## src/rtl/core/iac_pkg.sv

```systemverilog
// ----------------------------------------------------------------------------
// iac_pkg
// Shared types and codes of the intrusion alarm controller: word formats,
// configuration set, state, command, zone and register index codes.
// ----------------------------------------------------------------------------
package iac_pkg;

    // State codes
    localparam logic [2:0] ST_DISARMED = 3'd0;
    localparam logic [2:0] ST_ARMING   = 3'd1;
    localparam logic [2:0] ST_ARMED    = 3'd2;
    localparam logic [2:0] ST_ALERT    = 3'd3;
    localparam logic [2:0] ST_ALARM    = 3'd4;
    localparam logic [2:0] ST_COOLDOWN = 3'd5;

    // Command codes
    localparam logic [1:0] OP_FRAME  = 2'd0;
    localparam logic [1:0] OP_ARM    = 2'd1;
    localparam logic [1:0] OP_DISARM = 2'd2;
    localparam logic [1:0] OP_RESET  = 2'd3;

    // Zone codes
    localparam logic [1:0] ZONE_EMPTY = 2'd0;
    localparam logic [1:0] ZONE_CLOSE = 2'd1;
    localparam logic [1:0] ZONE_MID   = 2'd2;
    localparam logic [1:0] ZONE_OUTER = 2'd3;

    // Configuration register indexes
    localparam int unsigned CFG_INDEX_W = 3;
    localparam logic [CFG_INDEX_W-1:0] REG_ARMING_DELAY   = 3'd0;
    localparam logic [CFG_INDEX_W-1:0] REG_PRE_ALARM      = 3'd1;
    localparam logic [CFG_INDEX_W-1:0] REG_ALARM_DURATION = 3'd2;
    localparam logic [CFG_INDEX_W-1:0] REG_COOLDOWN       = 3'd3;
    localparam logic [CFG_INDEX_W-1:0] REG_HITS_TO_ALERT  = 3'd4;
    localparam logic [CFG_INDEX_W-1:0] REG_PRESENCE_LOST  = 3'd5;

    // Configuration reset values
    localparam logic [31:0] RST_ARMING_DELAY   = 32'd30000;
    localparam logic [31:0] RST_PRE_ALARM      = 32'd5000;
    localparam logic [31:0] RST_ALARM_DURATION = 32'd60000;
    localparam logic [31:0] RST_COOLDOWN       = 32'd30000;
    localparam logic [7:0]  RST_HITS_TO_ALERT  = 8'd3;
    localparam logic [31:0] RST_PRESENCE_LOST  = 32'd2000;

    localparam logic [7:0] HIT_MAX = 8'd255;

    typedef struct packed {
        logic [1:0]  opcode;
        logic [31:0] now_ms;
        logic        detected;
        logic [1:0]  zone;
        logic [15:0] range_cm;
    } in_word_t;

    typedef struct packed {
        logic [2:0]  cur_state;
        logic [2:0]  prior_state;
        logic        alarm_active;
        logic        transitioned;
        logic [1:0]  event_zone;
        logic [15:0] event_range_cm;
        logic [31:0] event_time_ms;
    } out_word_t;

    typedef struct packed {
        logic [31:0] arm_wait_ms;
        logic [31:0] alert_wait_ms;
        logic [31:0] alarm_hold_ms;
        logic [31:0] rest_wait_ms;
        logic [7:0]  hits_to_alert;
        logic [31:0] presence_lost_ms;
    } cfg_t;

endpackage

```

## src/rtl/core/intrusion_alarm_controller_unit.sv

```systemverilog
// ----------------------------------------------------------------------------
// intrusion_alarm_controller_unit
// Six-state intrusion alarm controller driven by radar frame and command words.
// ----------------------------------------------------------------------------
// Takes one input word per clock while in_ready is high and returns exactly one
// result word for each, in order, after it passes the input register and then the
// result register. The whole step (elapsed-time subtract and compare,
// hit counting, next-state choice) sits in the single stage between those two
// registers, so the sustained rate is one word per cycle whenever out_ready
// stays high. When out_ready drops, the pipeline holds and in_ready falls once
// the input register is also full. Configuration registers are written through
// cfg_we / cfg_index / cfg_data; write them only while no word is in flight.
// Indexes beyond the last register are ignored.
module intrusion_alarm_controller_unit (
    input  logic                                clk,
    input  logic                                rst_n,

    input  logic                                in_valid,
    output logic                                in_ready,
    input  iac_pkg::in_word_t                   in_word,

    output logic                                out_valid,
    input  logic                                out_ready,
    output iac_pkg::out_word_t                  out_word,

    input  logic                                cfg_we,
    input  logic [iac_pkg::CFG_INDEX_W-1:0]     cfg_index,
    input  logic [31:0]                         cfg_data
);

    // Configuration registers
    iac_pkg::cfg_t cfg_reg;

    // Input stage
    logic              s1_valid_reg;
    iac_pkg::in_word_t s1_word_reg;

    // Result stage
    logic               out_valid_reg;
    iac_pkg::out_word_t out_word_reg;

    iac_pkg::out_word_t step_result;
    logic               advance;
    logic               in_fire;

    // The pipeline moves whenever the result register is free or being drained
    assign advance  = !out_valid_reg || out_ready;
    assign in_ready = !s1_valid_reg || advance;
    assign in_fire  = in_valid && in_ready;

    always_ff @(posedge clk or negedge rst_n)
    begin
        if (!rst_n)
        begin
            cfg_reg.arm_wait_ms      <= iac_pkg::RST_ARMING_DELAY;
            cfg_reg.alert_wait_ms    <= iac_pkg::RST_PRE_ALARM;
            cfg_reg.alarm_hold_ms    <= iac_pkg::RST_ALARM_DURATION;
            cfg_reg.rest_wait_ms     <= iac_pkg::RST_COOLDOWN;
            cfg_reg.hits_to_alert    <= iac_pkg::RST_HITS_TO_ALERT;
            cfg_reg.presence_lost_ms <= iac_pkg::RST_PRESENCE_LOST;
        end
        else if (cfg_we)
        begin
            case (cfg_index)
                iac_pkg::REG_ARMING_DELAY:   cfg_reg.arm_wait_ms      <= cfg_data;
                iac_pkg::REG_PRE_ALARM:      cfg_reg.alert_wait_ms    <= cfg_data;
                iac_pkg::REG_ALARM_DURATION: cfg_reg.alarm_hold_ms    <= cfg_data;
                iac_pkg::REG_COOLDOWN:       cfg_reg.rest_wait_ms     <= cfg_data;
                iac_pkg::REG_HITS_TO_ALERT:  cfg_reg.hits_to_alert    <= cfg_data[7:0];
                iac_pkg::REG_PRESENCE_LOST:  cfg_reg.presence_lost_ms <= cfg_data;
                default:                     cfg_reg                  <= cfg_reg;
            endcase
        end
    end

    // Hold the accepted word until the step stage takes it
    always_ff @(posedge clk or negedge rst_n)
    begin
        if (!rst_n)
        begin
            s1_valid_reg <= 1'b0;
        end
        else if (in_ready)
        begin
            s1_valid_reg <= in_valid;
        end
    end

    always_ff @(posedge clk)
    begin
        if (in_fire)
        begin
            s1_word_reg <= in_word;
        end
    end

    // Apply one word to the controller state per advancing cycle
    iac_core u_core (
        .clk    (clk),
        .rst_n  (rst_n),
        .step   (s1_valid_reg && advance),
        .word   (s1_word_reg),
        .cfg    (cfg_reg),
        .result (step_result)
    );

    // Result register: load on advance, drop valid once taken
    always_ff @(posedge clk or negedge rst_n)
    begin
        if (!rst_n)
        begin
            out_valid_reg <= 1'b0;
        end
        else if (advance)
        begin
            out_valid_reg <= s1_valid_reg;
        end
    end

    always_ff @(posedge clk)
    begin
        if (advance && s1_valid_reg)
        begin
            out_word_reg <= step_result;
        end
    end

    assign out_valid = out_valid_reg;
    assign out_word  = out_word_reg;

endmodule

```

## src/rtl/core/iac_core.sv

```systemverilog
// ----------------------------------------------------------------------------
// iac_core
// Controller state and next-state logic; one word is applied per step.
// ----------------------------------------------------------------------------
module iac_core (
    input  logic              clk,
    input  logic              rst_n,
    input  logic              step,
    input  iac_pkg::in_word_t word,
    input  iac_pkg::cfg_t     cfg,
    output iac_pkg::out_word_t result
);

    logic [2:0]  mode_reg,          mode_next;
    logic [2:0]  prev_mode_reg,     prev_mode_next;
    logic [31:0] mode_start_reg,    mode_start_next;
    logic [31:0] last_presence_reg, last_presence_next;
    logic [7:0]  hit_count_reg,     hit_count_next;
    logic        alarm_reg,         alarm_next;
    logic [1:0]  rec_zone_reg,      rec_zone_next;
    logic [15:0] rec_dist_reg,      rec_dist_next;
    logic [31:0] rec_time_reg,      rec_time_next;

    logic        go;
    logic        go_frame;
    logic [2:0]  go_state;
    logic [31:0] elapsed;
    logic [31:0] gap;
    logic [7:0]  hit_inc;

    always_comb
    begin
        mode_next          = mode_reg;
        prev_mode_next     = prev_mode_reg;
        mode_start_next    = mode_start_reg;
        last_presence_next = last_presence_reg;
        hit_count_next     = hit_count_reg;
        alarm_next         = alarm_reg;
        rec_zone_next      = rec_zone_reg;
        rec_dist_next      = rec_dist_reg;
        rec_time_next      = rec_time_reg;
        go                 = 1'b0;
        go_frame           = 1'b0;
        go_state           = mode_reg;

        elapsed = word.now_ms - mode_start_reg;
        gap     = word.now_ms - last_presence_reg;
        hit_inc = (hit_count_reg < iac_pkg::HIT_MAX) ? hit_count_reg + 8'd1 : hit_count_reg;

        case (word.opcode)
            iac_pkg::OP_FRAME:
            begin
                case (mode_reg)
                    iac_pkg::ST_ARMING:
                    begin
                        if (elapsed >= cfg.arm_wait_ms)
                        begin
                            go       = 1'b1;
                            go_state = iac_pkg::ST_ARMED;
                        end
                    end
                    iac_pkg::ST_ARMED:
                    begin
                        if (!word.detected)
                        begin
                            hit_count_next = '0;
                        end
                        else
                        begin
                            last_presence_next = word.now_ms;
                            if (word.zone == iac_pkg::ZONE_CLOSE)
                            begin
                                go       = 1'b1;
                                go_frame = 1'b1;
                                go_state = iac_pkg::ST_ALERT;
                            end
                            else if (word.zone == iac_pkg::ZONE_MID ||
                                     word.zone == iac_pkg::ZONE_OUTER)
                            begin
                                if (hit_inc >= cfg.hits_to_alert)
                                begin
                                    hit_count_next = '0;
                                    go             = 1'b1;
                                    go_frame       = 1'b1;
                                    go_state       = iac_pkg::ST_ALERT;
                                end
                                else
                                begin
                                    hit_count_next = hit_inc;
                                end
                            end
                        end
                    end
                    iac_pkg::ST_ALERT:
                    begin
                        if (word.detected)
                        begin
                            last_presence_next = word.now_ms;
                        end
                        // Lost presence wins over the pre-alarm timeout
                        if (!word.detected && gap > cfg.presence_lost_ms)
                        begin
                            go       = 1'b1;
                            go_state = iac_pkg::ST_ARMED;
                        end
                        else if (elapsed >= cfg.alert_wait_ms)
                        begin
                            alarm_next = 1'b1;
                            go         = 1'b1;
                            go_frame   = 1'b1;
                            go_state   = iac_pkg::ST_ALARM;
                        end
                    end
                    iac_pkg::ST_ALARM:
                    begin
                        if (elapsed >= cfg.alarm_hold_ms)
                        begin
                            alarm_next = 1'b0;
                            go         = 1'b1;
                            go_state   = iac_pkg::ST_COOLDOWN;
                        end
                    end
                    iac_pkg::ST_COOLDOWN:
                    begin
                        if (elapsed >= cfg.rest_wait_ms)
                        begin
                            go       = 1'b1;
                            go_state = iac_pkg::ST_ARMED;
                        end
                    end
                    default:
                    begin
                        go = 1'b0;
                    end
                endcase
            end
            iac_pkg::OP_ARM:
            begin
                if (mode_reg == iac_pkg::ST_DISARMED)
                begin
                    go       = 1'b1;
                    go_state = iac_pkg::ST_ARMING;
                end
            end
            iac_pkg::OP_DISARM:
            begin
                if (mode_reg != iac_pkg::ST_DISARMED)
                begin
                    alarm_next = 1'b0;
                    go         = 1'b1;
                    go_state   = iac_pkg::ST_DISARMED;
                end
            end
            default:
            begin
                if (mode_reg == iac_pkg::ST_ALARM || mode_reg == iac_pkg::ST_COOLDOWN)
                begin
                    alarm_next = 1'b0;
                    go         = 1'b1;
                    go_state   = iac_pkg::ST_ARMED;
                end
            end
        endcase

        if (go)
        begin
            prev_mode_next  = mode_reg;
            mode_next       = go_state;
            mode_start_next = word.now_ms;
            rec_zone_next   = go_frame ? word.zone : iac_pkg::ZONE_EMPTY;
            rec_dist_next   = go_frame ? word.range_cm : 16'd0;
            rec_time_next   = word.now_ms;
        end

        result.cur_state      = mode_next;
        result.prior_state    = prev_mode_next;
        result.alarm_active   = alarm_next;
        result.transitioned   = go;
        result.event_zone     = rec_zone_next;
        result.event_range_cm = rec_dist_next;
        result.event_time_ms  = rec_time_next;
    end

    always_ff @(posedge clk or negedge rst_n)
    begin
        if (!rst_n)
        begin
            mode_reg          <= iac_pkg::ST_DISARMED;
            prev_mode_reg     <= iac_pkg::ST_DISARMED;
            mode_start_reg    <= '0;
            last_presence_reg <= '0;
            hit_count_reg     <= '0;
            alarm_reg         <= 1'b0;
            rec_zone_reg      <= iac_pkg::ZONE_EMPTY;
            rec_dist_reg      <= '0;
            rec_time_reg      <= '0;
        end
        else if (step)
        begin
            mode_reg          <= mode_next;
            prev_mode_reg     <= prev_mode_next;
            mode_start_reg    <= mode_start_next;
            last_presence_reg <= last_presence_next;
            hit_count_reg     <= hit_count_next;
            alarm_reg         <= alarm_next;
            rec_zone_reg      <= rec_zone_next;
            rec_dist_reg      <= rec_dist_next;
            rec_time_reg      <= rec_time_next;
        end
    end

endmodule
```

## config.mk

```make
export PLATFORM = sky130hd
export DESIGN_NAME = intrusion_alarm_controller_unit
export DESIGN_NICKNAME = d
export VERILOG_FILES = /design/src/rtl/core/iac_pkg.sv /design/src/rtl/core/intrusion_alarm_controller_unit.sv /design/src/rtl/core/iac_core.sv
export SDC_FILE = /design/constraint.sdc
export NUM_CORES = 1
export LEC_CHECK = 0
export BUFFER_PORTS_ARGS = -buffer_cell sky130_fd_sc_hd__buf_4
export CAP_MARGIN = 5
export CORE_AREA = 4 4 216 218
export DETAILED_ROUTE_END_ITERATION = 8
export DIE_AREA = 0 0 220 222
export HOLD_SLACK_MARGIN = 0.12
export PLACE_DENSITY = 0.71
export SYNTH_ARGS = -nofsm -noshare
export SYNTH_HDL_FRONTEND = slang
export SYNTH_HIERARCHICAL = 1
export SYNTH_SLANG_ARGS = --single-unit
```

## constraint.sdc

```tcl
create_clock -name clk -period 7.6 [get_ports clk]
set_clock_uncertainty 0.1 [all_clocks]
set_input_delay 1.14 -clock clk [delete_from_list [all_inputs] [get_ports clk]]
set_output_delay 1.14 -clock clk [all_outputs]
set_load 0.01 [all_outputs]
```

==> results.toml, run 1 <==
[cts]
cts-resized-gates = 0
cts_hold_buf = 0
clk_pin_slew_ns = 0.06
clkSinkCount = 410
htree_levels = 2
post-cts-setup-buffer-count = 0
clkLatencyLatePin_ns = 0.59
clockBufferDepth = 3
cts-root-buf = "clkbuf_16"
cts-buffers-inserted = 45
cts_tree = "built"

[worst_setup_path]
cp_num_buf_inv = 3
rr_startpoint = "s1_word_reg[19]"
endpoint = "u_core/rec_time_reg[0]"
ff2ff_path_depth = 24
crit_arrival_ns = 7.58
crit_slowest_cell = "mux2_1"
critPathLaunch = "s1_word_reg[19]"
crit_cells = 24
worstSetupPathType = "flip-flop to flip-flop"
crit_path_end_kind = "flip-flop"
critical_path.top_delay_family = "compound AO/OA/AOI/OAI gates"
crit_fanout = 23
reg2reg_setup_slack_ns = 0.39
worstReg2RegEnd = "u_core/rec_time_reg[0]"
cp_slowest_stage_delay_ns = 0.49
cp_cell_sequence = "inv_1, ha_1, inv_1, fa_1, a211o_1, a21boi_1, o2bb2ai_1, o41ai_1, buf_4, o21ai_1, a311o_1, and2_1, a21oi_1, o311ai_0, ha_1, nand4_1, nor3_1, nand4_1, a2111o_1, o21bai_1, a32o_1, a2111o_2, nand3_2, mux2_1"
worstPathRequired_ns = 7.97
cp-start-kind = "flip-flop"

[yosys]
syn_area_per_cell_sq_um = 11.3
synth_flop_cell = "dfrtp_1"
syn_inst = 2080
synthTopCellsByArea = "dfrtp_1, edfxtp_1, mux2_2, ha_1, inv_1"
synth_top_area_frac = 0.282
synth_top_area_cell = "dfrtp_1"
synth_cell_types = 80
syn_nets = 2406
synth-edff-count = 111
async_flop_share = 0.729
ys_seq_area_frac = 0.461
synthMostInstantiatedCell = "mux2_2"
synth_warnings = 6
yosys_register_bits = 410
synth_common_cells = "mux2_2, dfrtp_1, inv_1"
synthesis.area_sq_mm = 0.0235

[grt]
grt_antenna_before_repair = 0
grt-ovfl-total = 0
grt.total_usage = 0.232
grt_max_degree = 145
first_global_vias = 16900
grt_pass1_wl_mm = 90.3

[floorplanning]
die_w_microns = 220
rows = 78
die_h_microns = 222
initial_core_util = 0.524
die_area_sq_mm = 0.0488
core_sq_mm = 0.0449
ios = 153

[drt]
drt-total-wl_mm = 56.8
route.vias.total = 16400
wl_per_cell_microns = 19.7
routed_via_density = 5.71
drc = 0
firstDrtPassIters = 7
ant_nets = 0
drtIter0Drc = 1048

[timing]
timing.fmax_mhz = 139
finalSetupViolations = 0
rsz0062_at_grt = "no"
period_minus_slack_ns = 7.21
fin_tns_setup_ns = 0
post-route-period-util = 0.948
worst_pin_slew_ns = 0.982
slew_viol_final = 0
slew_headroom = 0.337
hold_viol = 0

[layout]
nets = 2567
drive_gt1_frac = 0.258
largest_register_ffs = 168
area_growth_pct = 13.8
final_cells = 2878
n_antenna_cell = 0

[run]
cap_violations = 0

[place]
gp_congestion = 0.894
place.port_buffers = 152
dp_cells = 2794
hpwlAfterDp_mm = 41.4

[outcome]
outcome = "finished, final reports clean"

[power]
peakVddDrop_v = 0.000173
power.leakage_nw = 12.4
power.density_mw_per_mm2 = 414

[hold_path]
hp-class = "flip-flop to flip-flop"
how the worst min path moves through the flow:
stage	start	end	cells past startpoint
3_3_place_gp	s1_valid_reg	out_valid	1
6_report	cfg_reg[108]	cfg_reg[108]	1
5_1_grt	u_core/mode_start_reg[11]	u_core/mode_start_reg[11]	1
2_1_floorplan	s1_valid_reg	out_valid	1
4_1_cts	cfg_reg[108]	cfg_reg[108]	1
3_5_place_dp	cfg_reg[108]	cfg_reg[108]	1
cell type report:
cell class              count  area [sq um]
clock buffers              61          1260
clock inverters            23           275
fillers                  3699         18100
inverters                 265           995
multi-input cells        1343         11300
flip-flops and latches    410         10900
well taps                 600           751
repair buffers            176          1340
cell usage in the layout (no fill, tap or decap), types with 6 or more instances in the layout:
cell	synthesis	layout
a211oi_1	17	17
a21o_1	53	53
a21oi_1	107	107
a31oi_1	6	6
and2_1	10	8
and3_1	15	15
buf_4	4	174
clkbuf_1	26	9
clkbuf_16	0	45
clkbuf_8	0	7
clkinv_2	0	9
dfrtp_1	265	265
dfstp_2	34	34
edfxtp_1	111	111
ha_1	231	231
inv_1	265	265
mux2_1	16	16
mux2_2	283	283
nand2_1	81	81
nand2b_1	20	20
nand3_1	49	49
nand4_1	31	31
nor2_1	58	58
nor2b_1	20	20
nor3_1	27	27
o211ai_1	14	14
o21a_1	8	8
o21ai_0	91	91
o21bai_1	12	12
o31ai_1	29	29
or3_1	8	8
xnor2_1	40	40
xor2_1	14	14
worst register-to-register path, stage by stage (launching register included):
cell       delay [ns]
edfxtp_1         0.40
inv_1            0.16
ha_1             0.19
inv_1            0.05
fa_1             0.43
a211o_1          0.34
a21boi_1         0.21
o2bb2ai_1        0.16
o41ai_1          0.28
buf_4            0.19
o21ai_1          0.14
a311o_1          0.42
and2_1           0.19
a21oi_1          0.16
o311ai_0         0.32
ha_1             0.42
nand4_1          0.12
nor3_1           0.43
nand4_1          0.18
a2111o_1         0.31
o21bai_1         0.43
a32o_1           0.34
a2111o_2         0.21
nand3_2          0.41
mux2_1           0.51
where the power goes:
group	total (W)	leakage [nW]	switching, W	internal [W]
clock network	0.00224	0.748	0.000906	0.00134
registers	0.00321	4.69	0.000306	0.00290
logic	0.00564	6.99	0.00321	0.00244
total	0.0111	12.4	0.00442	0.00667
kinds of logic (layout without fill, tap and decap cells):
group	count (synthesis)	count (layout)	share of synthesized area
compound gates	402	402	0.112
xor+xnor	54	54	0.0201
fa+ha+maj	233	233	0.124
buf+inv	327	525	0.0598
flops	410	410	0.461
mux	300	300	0.143
simple gates	354	354	0.0789
routing by layer:
metal	part of all wire	routed length (microns)	vias to the layer above	GRT usage
met2	0.51	29200	388	0.408
met4	0.032	1800	0	0.0810
li1	-	-	7803	-
met5	0	0	-	0
met1	0.41	23500	8145	0.291
met3	0.040	2260	99	0.0325
per-stage QoR:
stage                     total power [W]  hold slack (ns)  setup WS, ns  cell area [sq um]  utilization
after global routing               0.0120            0.410        0.0175              26800        0.597
after detailed placement          0.00881            0.378         0.527              25300        0.563
final                              0.0111            0.386         0.394              26800        0.597
after floorplan                   0.00722            0.349          1.52              23500            -
after global placement            0.00858            0.368         0.607              25300        0.563
after CTS                          0.0111            0.391         0.482              26800        0.597
Power figures use the tool's default switching activity.
==> inputs of run 2 (changes only) <==
==> constraint.sdc (replaced) <==
create_clock -name clk -period 7.6 [get_ports clk]
set_clock_uncertainty 0.1 [all_clocks]
set_input_delay 0.38 -clock clk [delete_from_list [all_inputs] [get_ports clk]]
set_output_delay 0.38 -clock clk [all_outputs]
set_load 0.01 [all_outputs]
==> run 2 against run 1 <==
  * Register-to-register slack better by 0.02 ns
  * Cell count is 3.2% higher
  * Clock-buffer cell count is 11 higher
  * Hold slack worse by 0.057 ns
  * Global-route usage is 0.45 points higher
  * Critical path depth decreased by 1
  * First-iteration DRC count grew 8.5%
  * Power increased by 0.20%
  * Utilization rose by 2.0 points
  * Clock power about the same
  * Critical path type unchanged
  * Critical endpoint unchanged
==> results.toml, run 2 (synthesis gave the netlist of run 1 again) <==
[outcome]
outcome = "finished, final reports clean"

[timing]
slew_headroom = 0.378
hold_viol = 0
hold_slack_ns = 0.329
rsz0062_at_grt = "no"
worst_pin_slew_ns = 0.932
timing.fmax_mhz = 139
fin_tns_setup_ns = 0
post-route-period-util = 0.946
finalSetupViolations = 0
slew_viol_final = 0
period_minus_slack_ns = 7.19

[layout]
mostFrequentLayoutCells = "mux2_2, dfrtp_1, inv_1, ha_1, buf_4"
drive_gt1_frac = 0.248
area_growth_pct = 17.6
n_antenna_cell = 0
largest_register_ffs = 168
multi_input_area_sq_mm = 0.0113
nets = 2658
register_area_sq_mm = 0.0109
nFillCells = 3657
final_common_cell = "mux2_2"

[floorplanning]
ios = 153
die_area_sq_mm = 0.0488
core_sq_mm = 0.0449
rows = 78
die_w_microns = 220
die_h_microns = 222
initial_core_util = 0.524

[cts]
clockBufferDepth = 3
cts_tree = "built"
htree_levels = 2
cts-root-buf = "clkbuf_16"
clkLatencyLatePin_ns = 0.59
cts-buffers-inserted = 46
clkSinkCount = 410
clk_pin_slew_ns = 0.06

[drt]
wl_per_cell_microns = 19.4
routed_via_density = 5.64
firstDrtPassIters = 6
route.vias.total = 16800
drt-total-wl_mm = 57.7
drtIter0Drc = 1137
ant_nets = 0
drc = 0

[place]
place.port_buffers = 152
gp_congestion = 0.891
hpwlAfterDp_mm = 41.2

[hold_path]
hp-class = "primary input to async pin"

[worst_setup_path]
rr_startpoint = "s1_word_reg[19]"
critPathLaunch = "s1_word_reg[19]"
worstPathRequired_ns = 7.97
crit_fanout = 23
cp-start-kind = "flip-flop"
crit_path_end_kind = "flip-flop"
worstSetupPathType = "flip-flop to flip-flop"
crit_arrival_ns = 7.56

[run]
cap_violations = 0

[power]
power.density_mw_per_mm2 = 401
finalPower_w = 0.0111
peakVddDrop_v = 0.000225
power.leakage_nw = 12.8

[grt]
first_global_vias = 17200
grt_pass1_wl_mm = 92.3
grt-ovfl-total = 0
grt_max_degree = 114
grt_antenna_before_repair = 0
grt.total_usage = 0.236
run 2: changes by cell type in the layout (fill, tap and decap cells not counted), sizes merged:
| cell | before | now |
|---|---|---|
| clkinvlp | 3 | 2 |
| clkbuf | 61 | 72 |
| buf | 176 | 177 |
| bufinv | 5 | 2 |
| dlygate4sd3 | 0 | 89 |
| inv | 267 | 268 |
| clkinv | 13 | 7 |
run 2: layout make-up:
cell class	count	share of cell area
clock buffer	72	0.0499
clock inverter	14	0.00565
inverter	265	0.0359
multi-input combinational	1343	0.409
sequential	410	0.392
tap	600	0.0271
timing repair buffer	266	0.0805
run 2: worst max-delay path: stages (launching register included):
cell and delay, ns:
edfxtp_1 0.39, inv_1 0.15, ha_1 0.19, inv_1 0.05
fa_1 0.42, a211o_1 0.32, a21boi_1 0.24, o2bb2ai_1 0.15
o41ai_1 0.26, buf_4 0.19, o21ai_1 0.14, a311o_1 0.40
a31o_2 0.25, a21oi_1 0.17, xnor2_1 0.22, ha_1 0.38
nand4_1 0.19, or3_1 0.41, or4_1 0.54, a211oi_2 0.53
or3_4 0.25, a2111o_2 0.19, nand3_2 0.42, mux2_1 0.49
run 2: final timing paths:
| path | endpoint | slack [ns] | depth (start not counted) |
|---|---|---|---|
| max in group asynchronous | u_core/rec_dist_reg[3] | 5.51 | 3 |
| setup reg to reg | u_core/rec_time_reg[0] | 0.41 | 23 |
| setup / recovery | u_core/rec_time_reg[0] | 0.41 | 23 |
| hold reg to reg | cfg_reg[108] | 0.38 | 1 |
| min in group clk | cfg_reg[39] | 0.36 | 4 |
| hold / removal | cfg_reg[21] | 0.33 | 2 |
run 2: routing by layer:
layer	vias to the layer above	routed length, microns	GRT usage	part of all wire
li1	7975	-	-	-
met5	-	0	0	0
met4	0	2440	0.0989	0.042
met2	397	29000	0.407	0.50
met3	136	2280	0.0311	0.039
met1	8248	23900	0.299	0.41
run 2: metrics by stage:
stage               utilization  worst slack (ns)  std cells  cell area (sq um)
CTS                       0.617             0.506       2970              27700
floorplan                     -              1.52       2080              23500
global route              0.617            0.0345       2970              27700
global placement          0.563             0.604       2795              25300
finish                    0.617             0.411       2970              27700
detailed placement        0.563             0.556       2795              25300
run 2: repair_timing:
item / 4_1_cts / 5_1_grt
hold endpoints to repair: 314 / 0
buffers inserted: 0 / 0
hold buffers: 89 / 0
gates resized for setup: 0 / 0
run 2: power by group:
part	switching, W	total, W	internal [W]
Combinational	0.00320	0.00567	0.00247
Sequential	0.000309	0.00321	0.00290
Clock	0.000913	0.00224	0.00132
==> inputs of run 3 (changes only) <==
--- a/config.mk
+++ b/config.mk
@@ -6,12 +6,13 @@
 export NUM_CORES = 1
 export LEC_CHECK = 0
 export BUFFER_PORTS_ARGS = -buffer_cell sky130_fd_sc_hd__buf_4
-export CAP_MARGIN = 5
-export CORE_AREA = 4 4 216 218
+export CELL_PAD_IN_SITES_DETAIL_PLACEMENT = 1
+export CELL_PAD_IN_SITES_GLOBAL_PLACEMENT = 2
+export CORE_AREA = 4 4 242 244
 export DETAILED_ROUTE_END_ITERATION = 8
-export DIE_AREA = 0 0 220 222
+export DIE_AREA = 0 0 246 248
 export HOLD_SLACK_MARGIN = 0.12
-export PLACE_DENSITY = 0.71
+export PLACE_DENSITY = 0.86
 export SYNTH_ARGS = -nofsm -noshare
 export SYNTH_HDL_FRONTEND = slang
 export SYNTH_HIERARCHICAL = 1
==> run 3 against run 2 <==
  * Critical endpoint is now u_core/rec_dist_reg[9]
  * First-iteration DRC count fell by 31%
  * Utilization fell by 12 points
  * Clock power rose by 2%
  * Final area rose by 0.90%
  * Worst setup slack improved by 0.11 ns
==> results.toml, run 3 (synthesis gave the netlist of run 1 again) <==
[timing]
hold_viol = 0
rsz0062_at_grt = "no"
period_minus_slack_ns = 7.08
slew_headroom = 0.286
finalSetupViolations = 0
fin_tns_setup_ns = 0
post-route-period-util = 0.931
worst_pin_slew_ns = 1.06
slew_viol_final = 0
hold_slack_ns = 0.273
timing.fmax_mhz = 141

[drt]
drt-total-wl_mm = 66.6
drc = 0
routed_via_density = 5.45
ant_nets = 0
route.vias.total = 17100
drtIter0Drc = 788
firstDrtPassIters = 5
wl_per_cell_microns = 21.3

[power]
power.density_mw_per_mm2 = 410
peakVddDrop_v = 0.000190
power.leakage_nw = 12.8

[grt]
grt-ovfl-total = 0
grt_pass1_wl_mm = 104
grt.total_usage = 0.216
grt_max_degree = 157
first_global_vias = 18800
grt_antenna_before_repair = 1

[place]
gp_congestion = 0.855
hpwlAfterDp_mm = 48.2
dp_cells = 2951
place.port_buffers = 152

[cts]
clkSinkCount = 410
clockBufferDepth = 3
post-cts-setup-buffer-count = 0
cts-buffers-inserted = 47
cts_tree = "built"
htree_levels = 2
clk_pin_slew_ns = 0.06
cts-root-buf = "clkbuf_16"
clkLatencyLatePin_ns = 0.58

[floorplanning]
rows = 87
die_w_microns = 246
die_h_microns = 248
core_sq_mm = 0.0563
initial_core_util = 0.418
die_area_sq_mm = 0.0610
ios = 153

[layout]
nets = 2659
area_growth_pct = 18.6
largest_register_ffs = 168
drive_gt1_frac = 0.248
final_common_cell = "mux2_2"
mostFrequentLayoutCells = "mux2_2, dfrtp_1, inv_1, ha_1, buf_4"
final_cells = 3127

[worst_setup_path]
worstSetupPathType = "flip-flop to flip-flop"
ff2ff_path_depth = 24
worstPathRequired_ns = 7.98
rr_startpoint = "s1_word_reg[19]"
crit_fanout = 16
reg2reg_setup_slack_ns = 0.52
crit_arrival_ns = 7.46
crit_path_end_kind = "flip-flop"
worstReg2RegEnd = "u_core/rec_dist_reg[9]"
cp-start-kind = "flip-flop"

[hold_path]
hp-class = "primary input to async pin"

[outcome]
outcome = "finished, final reports clean"

[run]
cap_violations = 0
==> run 3: cell types whose count changed in the layout (fill, tap and decap cells not counted), moves of 2 or more <==
cell,change
buf_12,+4
buf_4,-4
clkbuf_8,-4
clkinv_2,+4
clkinv_4,+2
clkinv_8,-2
==> run 3: critical path, stage by stage (launching register included) <==
cell and delay (ns):
edfxtp_1 0.40, inv_1 0.14, ha_1 0.19, inv_1 0.05, fa_1 0.42, a211o_1 0.34
a21boi_1 0.21, o2bb2ai_1 0.15, o41ai_1 0.29, buf_4 0.20, o21ai_1 0.15, a311o_1 0.40
a31o_2 0.26, a21oi_1 0.18, xnor2_1 0.23, ha_1 0.39, nand4_1 0.20, or3_1 0.40
or4_1 0.56, a211oi_2 0.43, or3_4 0.24, a2111o_2 0.20, nand3_2 0.28, buf_4 0.33
o21ai_0 0.23
==> run 3: what timing repair did <==
| action | in CTS | in global routing |
|---|---|---|
| hold endpoints to repair | 295 | 0 |
| hold buffers | 89 | 0 |
| setup endpoints to repair | 0 | 0 |
| gates resized for setup | 0 | 0 |
==> run 3: layout make-up <==
class,instances,area [sq um]
Fill cell,6047,28300
Antenna cell,1,2.50
Multi-Input combinational cell,1343,11300
Tap cell,756,946
Clock buffer,68,1350
Sequential cell,410,10900
Clock inverter,18,193
Inverter,265,995
Timing Repair Buffer,266,2280
==> run 3: power breakdown <==
part	total (W)	internal [W]	switching, W
clock	0.00228	0.00134	0.000944
sequential	0.00323	0.00290	0.000330
combinational	0.00593	0.00252	0.00341
total	0.0114	0.00676	0.00468
==> run 3: worst max-delay path by stage <==
stage,startpoint,end,slack [ns]
3_5_place_dp,s1_word_reg[19],u_core/rec_dist_reg[1],0.52
5_1_grt,s1_word_reg[19],u_core/rec_dist_reg[1],0.1
3_3_place_gp,s1_word_reg[19],u_core/rec_time_reg[3],0.79
4_1_cts,s1_word_reg[19],u_core/rec_dist_reg[1],0.52
2_1_floorplan,s1_word_reg[19],out_word[24],1.52
6_report,s1_word_reg[19],u_core/rec_dist_reg[9],0.52
==> run 3: per-layer routing <==
layer | share of wire | vias to the layer above | global-route usage
li1 | - | 7979 | -
met1 | 0.41 | 8662 | 0.255
met2 | 0.53 | 281 | 0.398
met3 | 0.030 | 128 | 0.0292
met4 | 0.037 | 0 | 0.0816
met5 | 0 | - | 0
==> run 3: per-stage QoR <==
| stage | cell area [sq um] | util | total power [W] | worst slack (ns) |
|---|---|---|---|---|
| global placement | 25500 | 0.453 | 0.00871 | 0.785 |
| floorplan | 23500 | - | 0.00722 | 1.52 |
| global route | 27900 | 0.496 | 0.0123 | 0.0950 |
| CTS | 27900 | 0.496 | 0.0115 | 0.523 |
| detailed placement | 25500 | 0.453 | 0.00908 | 0.518 |
| finish | 27900 | 0.496 | 0.0114 | 0.521 |
